`src/rtl/fpp_pkg.sv`:
```
`timescale 1ns / 1ps
// ----------------------------------------------------------------------------
// Float pixel packer package
// Shared types, format codes, constants and single-precision arithmetic.
// ----------------------------------------------------------------------------
package fpp_pkg;

  typedef enum logic [2:0] {
    FMT_RGBA8     = 3'd0,
    FMT_RGBA16    = 3'd1,
    FMT_RGBA_HALF = 3'd2,
    FMT_RGBA_F32  = 3'd3,
    FMT_GRAY8     = 3'd4,
    FMT_GRAY_HALF = 3'd5,
    FMT_GRAY_F32  = 3'd6,
    FMT_NONE      = 3'd7
  } fmt_t;

  localparam int QUEUE_DEPTH_DEF = 2;

  localparam logic [31:0] F_C299  = 32'h3E99_1687;
  localparam logic [31:0] F_C587  = 32'h3F16_45A2;
  localparam logic [31:0] F_C114  = 32'h3DE9_78D5;
  localparam logic [31:0] F_255   = 32'h437F_0000;
  localparam logic [31:0] F_65535 = 32'h477F_FF00;
  localparam logic [31:0] F_HALF  = 32'h3F00_0000;
  localparam logic [31:0] F_ONE   = 32'h3F80_0000;
  localparam logic [31:0] F_QNAN  = 32'h7FC0_0000;
  localparam logic [15:0] H_INF   = 16'h7C00;

  // One pixel as it waits between the front and the back end.
  typedef struct packed {
    fmt_t        fmt;
    logic [31:0] red;
    logic [31:0] green;
    logic [31:0] blue;
    logic [31:0] alpha;
  } item_t;

  // Payload carried down the arithmetic pipeline.
  typedef struct packed {
    fmt_t             fmt;
    logic [63:0]      w0;
    logic [63:0]      w1;
    logic [3:0][31:0] a;
    logic [2:0][31:0] gp;
    logic [31:0]      g;
  } stg_t;

  function automatic logic is_nan(input logic [31:0] x);
    return (x[30:23] == 8'hFF) && (x[22:0] != 23'd0);
  endfunction

  // Rounds a normalized significand (leading one at bit 47) with biased
  // exponent e to nearest even, producing normal, subnormal or infinity.
  function automatic logic [31:0] fp_round(input logic sign, input logic signed [11:0] e,
                                           input logic [47:0] sig);
    logic signed [11:0] sub_sh;
    logic [5:0]  shamt;
    logic [7:0]  ef;
    logic [47:0] shv;
    logic        lost;
    logic [22:0] mant;
    logic        rnd;
    logic [30:0] r;
    sub_sh = 12'sd1 - e;
    if (e >= 12'sd1) begin
      shamt = 6'd0;
      ef    = e[7:0];
    end else begin
      shamt = (sub_sh > 12'sd48) ? 6'd48 : sub_sh[5:0];
      ef    = 8'd0;
    end
    shv  = sig >> shamt;
    lost = |(sig & ~({48{1'b1}} << shamt));
    mant = shv[46:24];
    rnd  = shv[23] & ((|shv[22:0]) | lost | mant[0]);
    r    = {ef, mant} + {30'd0, rnd};
    if (e >= 12'sd255) begin
      return {sign, 8'hFF, 23'd0};
    end
    return {sign, r};
  endfunction

  function automatic logic [31:0] fp_mul(input logic [31:0] a, input logic [31:0] b);
    logic               sign;
    logic [23:0]        sa;
    logic [23:0]        sb;
    logic [8:0]         ea;
    logic [8:0]         eb;
    logic [47:0]        p;
    logic [5:0]         lz;
    logic signed [11:0] e;
    sign = a[31] ^ b[31];
    sa   = {a[30:23] != 8'd0, a[22:0]};
    sb   = {b[30:23] != 8'd0, b[22:0]};
    ea   = (a[30:23] == 8'd0) ? 9'd1 : {1'b0, a[30:23]};
    eb   = (b[30:23] == 8'd0) ? 9'd1 : {1'b0, b[30:23]};
    p    = sa * sb;
    lz   = 6'd0;
    for (int i = 0; i < 48; i++) begin
      if (p[i]) lz = 6'(47 - i);
    end
    e = $signed({3'd0, ea}) + $signed({3'd0, eb}) - 12'sd126 - $signed({6'd0, lz});
    if (is_nan(a) || is_nan(b)) return F_QNAN;
    if (a[30:23] == 8'hFF) return (b[30:0] == 31'd0) ? F_QNAN : {sign, 8'hFF, 23'd0};
    if (b[30:23] == 8'hFF) return (a[30:0] == 31'd0) ? F_QNAN : {sign, 8'hFF, 23'd0};
    if ((a[30:0] == 31'd0) || (b[30:0] == 31'd0)) return {sign, 31'd0};
    return fp_round(sign, e, p << lz);
  endfunction

  function automatic logic [31:0] fp_add(input logic [31:0] a, input logic [31:0] b);
    logic [31:0]        big;
    logic [31:0]        sml;
    logic [8:0]         eb;
    logic [8:0]         es;
    logic [7:0]         d;
    logic [5:0]         dsh;
    logic [49:0]        xa;
    logic [49:0]        xs0;
    logic [49:0]        xs;
    logic [49:0]        sum;
    logic [49:0]        nrm;
    logic [5:0]         lz;
    logic signed [11:0] e;
    if (b[30:0] > a[30:0]) begin
      big = b;
      sml = a;
    end else begin
      big = a;
      sml = b;
    end
    eb  = (big[30:23] == 8'd0) ? 9'd1 : {1'b0, big[30:23]};
    es  = (sml[30:23] == 8'd0) ? 9'd1 : {1'b0, sml[30:23]};
    d   = 8'(eb - es);
    dsh = (d > 8'd50) ? 6'd50 : d[5:0];
    xa  = {1'b0, big[30:23] != 8'd0, big[22:0], 25'd0};
    xs0 = {1'b0, sml[30:23] != 8'd0, sml[22:0], 25'd0};
    xs  = xs0 >> dsh;
    xs[0] = xs[0] | (|(xs0 & ~({50{1'b1}} << dsh)));
    sum = (big[31] == sml[31]) ? (xa + xs) : (xa - xs);
    lz  = 6'd0;
    for (int i = 0; i < 50; i++) begin
      if (sum[i]) lz = 6'(49 - i);
    end
    nrm = sum << lz;
    e   = $signed({3'd0, eb}) + 12'sd1 - $signed({6'd0, lz});
    if (is_nan(a) || is_nan(b)) return F_QNAN;
    if ((a[30:23] == 8'hFF) && (b[30:23] == 8'hFF) && (a[31] != b[31])) return F_QNAN;
    if (a[30:23] == 8'hFF) return a;
    if (b[30:23] == 8'hFF) return b;
    if ((a[30:0] == 31'd0) && (b[30:0] == 31'd0)) return {a[31] & b[31], 31'd0};
    if (a[30:0] == 31'd0) return b;
    if (b[30:0] == 31'd0) return a;
    if (sum == 50'd0) return 32'd0;
    return fp_round(big[31], e, {nrm[49:3], nrm[2] | nrm[1] | nrm[0]});
  endfunction

  // Clamp to [0,1]; a NaN passes unchanged.
  function automatic logic [31:0] fp_clamp01(input logic [31:0] x);
    if (is_nan(x)) return x;
    if (x[31] && (x[30:0] != 31'd0)) return 32'd0;
    if (!x[31] && (x[30:0] > F_ONE[30:0])) return F_ONE;
    return x;
  endfunction

  // Truncating cast of a non-negative value below 65536; NaN gives zero.
  function automatic logic [15:0] fp_to_u16(input logic [31:0] x);
    logic [23:0] sig;
    logic [7:0]  sh;
    sig = {1'b1, x[22:0]};
    sh  = 8'd150 - x[30:23];
    if ((x[30:23] < 8'd127) || (x[30:23] > 8'd150)) return 16'd0;
    return 16'(sig >> sh[4:0]);
  endfunction

  function automatic logic [15:0] to_half(input logic [31:0] x);
    logic [7:0] ef;
    logic [4:0] eh;
    ef = x[30:23];
    eh = 5'(ef - 8'd112);
    if (ef == 8'd0) return {x[31], 15'd0};
    if (ef > 8'd142) return {x[31], H_INF[14:0]};
    if (ef < 8'd113) return {x[31], 15'd0};
    return {x[31], eh, x[22:13]};
  endfunction

  function automatic logic [3:0] fmt_bytes(input fmt_t f);
    case (f)
      FMT_RGBA8:     return 4'd4;
      FMT_RGBA16:    return 4'd8;
      FMT_RGBA_HALF: return 4'd8;
      FMT_RGBA_F32:  return 4'd8;
      FMT_GRAY8:     return 4'd1;
      FMT_GRAY_HALF: return 4'd2;
      FMT_GRAY_F32:  return 4'd4;
      default:       return 4'd4;
    endcase
  endfunction

endpackage

```
`src/rtl/fpp_front.sv`:
```
`timescale 1ns / 1ps
// ----------------------------------------------------------------------------
// Float pixel packer front end
// Holds the format register, tags each item and queues it for the back end.
// ----------------------------------------------------------------------------
module fpp_front import fpp_pkg::*; #(
  parameter int QUEUE_DEPTH = QUEUE_DEPTH_DEF
) (
  input  logic        clk,
  input  logic        rst_n,
  input  logic        cfg_we,
  input  logic [2:0]  cfg_out_format,
  input  logic        push,
  output logic        full,
  input  logic [31:0] in_red,
  input  logic [31:0] in_green,
  input  logic [31:0] in_blue,
  input  logic [31:0] in_alpha,
  output logic        q_valid,
  output item_t       q_item,
  input  logic        q_pop
);

  localparam int PW = (QUEUE_DEPTH > 1) ? $clog2(QUEUE_DEPTH) : 1;
  localparam int CW = $clog2(QUEUE_DEPTH + 1);

  fmt_t          fmt_r;
  item_t         q_r [QUEUE_DEPTH];
  logic [PW-1:0] wr_ptr_r, wr_ptr_nxt;
  logic [PW-1:0] rd_ptr_r, rd_ptr_nxt;
  logic [CW-1:0] cnt_r, cnt_nxt;
  logic          do_push;
  logic          do_pop;
  item_t         new_item;

  assign full    = (cnt_r == CW'(QUEUE_DEPTH));
  assign q_valid = (cnt_r != '0);
  assign q_item  = q_r[rd_ptr_r];
  assign do_push = push && !full;
  assign do_pop  = q_pop && q_valid;

  always_comb begin
    new_item.fmt       = fmt_r;
    new_item.red       = in_red;
    new_item.green     = in_green;
    new_item.blue      = in_blue;
    new_item.alpha     = in_alpha;
  end

  always_comb begin
    wr_ptr_nxt = wr_ptr_r;
    rd_ptr_nxt = rd_ptr_r;
    cnt_nxt    = cnt_r;
    if (do_push) begin
      wr_ptr_nxt = (wr_ptr_r == PW'(QUEUE_DEPTH - 1)) ? '0 : wr_ptr_r + 1'b1;
    end
    if (do_pop) begin
      rd_ptr_nxt = (rd_ptr_r == PW'(QUEUE_DEPTH - 1)) ? '0 : rd_ptr_r + 1'b1;
    end
    if (do_push && !do_pop) begin
      cnt_nxt = cnt_r + 1'b1;
    end else if (do_pop && !do_push) begin
      cnt_nxt = cnt_r - 1'b1;
    end
  end

  always_ff @(posedge clk) begin
    if (!rst_n) begin
      fmt_r    <= FMT_RGBA8;
      wr_ptr_r <= '0;
      rd_ptr_r <= '0;
      cnt_r    <= '0;
    end else begin
      if (cfg_we) begin
        fmt_r <= fmt_t'(cfg_out_format);
      end
      wr_ptr_r <= wr_ptr_nxt;
      rd_ptr_r <= rd_ptr_nxt;
      cnt_r    <= cnt_nxt;
    end
  end

  always_ff @(posedge clk) begin
    if (do_push) begin
      q_r[wr_ptr_r] <= new_item;
    end
  end

endmodule

```
`config.mk`:
```
export PLATFORM = sky130hd
export DESIGN_NAME = fpp_front
export DESIGN_NICKNAME = d
export VERILOG_FILES = /design/src/rtl/fpp_pkg.sv /design/src/rtl/fpp_front.sv
export SDC_FILE = /design/constraint.sdc
export NUM_CORES = 1
export LEC_CHECK = 0
export BUFFER_PORTS_ARGS = -buffer_cell sky130_fd_sc_hd__buf_2
export CAP_MARGIN = 30
export CORE_ASPECT_RATIO = 0.9
export CORE_MARGIN = 5
export CORE_UTILIZATION = 52
export DETAILED_ROUTE_END_ITERATION = 10
export PLACE_DENSITY = 0.79
export SYNTH_ARGS = -nofsm -noshare
export SYNTH_HDL_FRONTEND = slang
export SYNTH_SLANG_ARGS = --single-unit
```
`constraint.sdc`:
```
create_clock -name clk -period 10.5 [get_ports clk]
set_clock_uncertainty 0.1 [all_clocks]
set_input_delay 3.15 -clock clk [delete_from_list [all_inputs] [get_ports clk]]
set_output_delay 3.15 -clock clk [all_outputs]
set_load 0.1 [all_outputs]
```
==> out/results.txt <==
Vias in the first global route: 5449
F_max: 171 MHz
CTS Buf Count: 27
Final worst path period share: 55.6%
Root Driver: clkbuf_16
TritonCTS clock tree: done
Worst Hold Class: reg2reg
Layout cells sized above 1: 60.1%
Final Slew Violations: 0
Period minus WS final: 5840 ps
TNS Setup: 0 ps
CP max stage cell: buf_4
Die X-Extent: 157 µm
PortBufs: 268
RR Startpoint: cnt_r[0]
Vias per inst: 5.11
Area leader, netlist: edfxtp_1
Total wire length: 19.4 mm
Fill cells: 1307
Crit path cell chain: buf_4, mux2_2, buf_2
GP Congestion: 0.764
Crit-path max FO: 54
Post_cts resized: 0
Hold buffer count at cts: 0
CTS H-tree depth: 1
Outcome: complete, no violations
R2r worst-path depth: 5
Routed Antenna Nets: 0
Avg Cell Area, Syn: 23.0 µm²
DP Wirelength: 13.4 mm
Clk_lat worst skew: 510 ps
Yosys reg bits: 270
Mapped Cells: 442
Area contributors post-synth: edfxtp_1, mux2_4, mux2_2
Worst EP arrival: 2590 ps
Final core utilization: 65.4%
Chip height: 143 µm
Max stage delay on crit path: 690 ps
Reg clk slew, reported paths: 60 ps
RSZ-0062 raised after global routing: no
Actual slew at the worst max-slew pin: 954 ps
Starting Density: 52.9%
Startpoint Class: register
First DRT Iteration DRCs: 231
Clock Path Buffers: 3
DR WL/cell: 19.4 µm
Design area: 12600 µm²
Setup bufs post-CTS: 0
Syn nets: 579
Gr usage total: 16.6%
Core Footprint: 19200 µm²
Share of the synthesized area in the top cell type: 77.3%
Hold Violations, Final: 0
Layout Nets: 867
Worst EP required: 7250 ps
Final WS setup: 4660 ps
Synth cell types: 25
GRT overflow: 0
Cell area after synthesis: 10200 µm²
Crit Path Class: reg2out
Crit. End Element: output port
P&R area growth vs syn: 23.5%
Largest net degree at the start of global routing: 73
First-pass GRT wire length: 29.2 mm
Routed vias: 5104
Pre-CTS WS: 4910 ps
Worst hold path depth: 0
Max Cap Viol: 0
DIE AREA: 22500 µm²
DRC: 0
Slew margin rel.: 36.4%
CTS Sinks: 270
Setup violators final: 0
DR pass1 iterations: 5
Antenna violations before repair: 0
Top Ports: 269
Hold Crit Start: fmt_r[1]
Synth warn: 0
Inserted Diodes: 0
Dpl cell area: 11700 µm²
Register area share after synthesis: 78.9%
Num rows: 48
==> per-layer routing <==
metal / vias to the layer above / wire [µm] / global-route usage, %
met3: 30 / 1840 / 4.58
li1: 2328 / - / -
met1: 2506 / 7570 / 21.1
met2: 240 / 9620 / 28.6
met4: 0 / 387 / 3.85
met5: - / 0 / 0
==> flip-flops by register name, summed over array words and instances (netlist names), named ones only <==
register and flops:
cnt_r 2, fmt_r 3, q_r 262, rd_ptr_r 1, wr_ptr_r 1
==> critical path, delay by kind of cell, from the launching register on <==
kind / cells / cell delay [ps]
muxes: 1 / 320
DFF: 1 / 580
buffers and inverters: 2 / 1120
==> cell usage in the layout, fill, tap and decap left out, types with 2 or more instances in the layout <==
| cell type | n |
|---|---|
| buf_4 | 5 |
| clkinv_2 | 9 |
| inv_1 | 2 |
| clkinvlp_4 | 3 |
| mux2_2 | 41 |
| and2_1 | 3 |
| mux2_4 | 90 |
| clkinv_1 | 2 |
| clkbuf_16 | 27 |
| buf_2 | 268 |
| nor2b_1 | 3 |
| dfxtp_1 | 7 |
| clkbuf_1 | 5 |
| edfxtp_1 | 262 |
| mux2i_1 | 3 |
| xnor2_1 | 2 |
==> path summary, 6_finish.rpt <==
check	slack, ps	to
max	4660	q_item[111]
min	360	q_r[0][129]
max reg2reg	7580	q_r[0][129]
min reg2reg	360	q_r[0][129]
==> final cells by class <==
cell class	count	area [µm²]	share of cell area [%]
Sequential cell	270	8030	63.9
Multi-Input combinational cell	155	2000	15.9
Clock inverter	16	114	0.906
Timing Repair Buffer	274	1410	11.2
Inverter	2	7.51	0.0597
Clock buffer	32	694	5.53
Tap cell	250	313	2.49
==> synth_stat cells <==
cell type / n
or2_2: 1
nor2_1: 1
and3_1: 1
mux2i_1: 3
nor3_2: 1
edfxtp_1: 262
a21boi_1: 1
o21ai_0: 1
o21ai_1: 1
o21a_1: 1
xnor2_1: 2
nor2b_1: 3
dfxtp_1: 8
ha_1: 1
and2_1: 3
or3_1: 1
nand2b_1: 1
inv_1: 2
xor2_1: 1
buf_6: 10
mux2_2: 41
buf_2: 4
mux2_4: 90
buf_8: 1
a21boi_0: 1
==> per-stage QoR <==
| stage | hold slack [ps] | std cells |
|---|---|---|
| floorplan | 325 | 442 |
| global placement | 337 | 950 |
| detailed placement | 353 | 950 |
| CTS | 367 | 998 |
| global route | 381 | 999 |
| finish | 364 | 999 |
==> logic make-up (layout without fill, tap and decap cells) <==
logic type	after synthesis	after routing	share of synthesized area, %
AND/OR/NAND/NOR	12	12	0.750
multiplexers	134	134	18.1
adder cells (fa/ha/maj)	1	1	0.123
XOR/XNOR	3	3	0.258
buffers and inverters	17	324	1.53
flip-flops	270	270	78.9
AO/OA/AOI/OAI	5	5	0.320
Power is left out: the tool's default activity adds up to more than one toggle a clock period on the data nets, which glitch-free logic cannot reach.
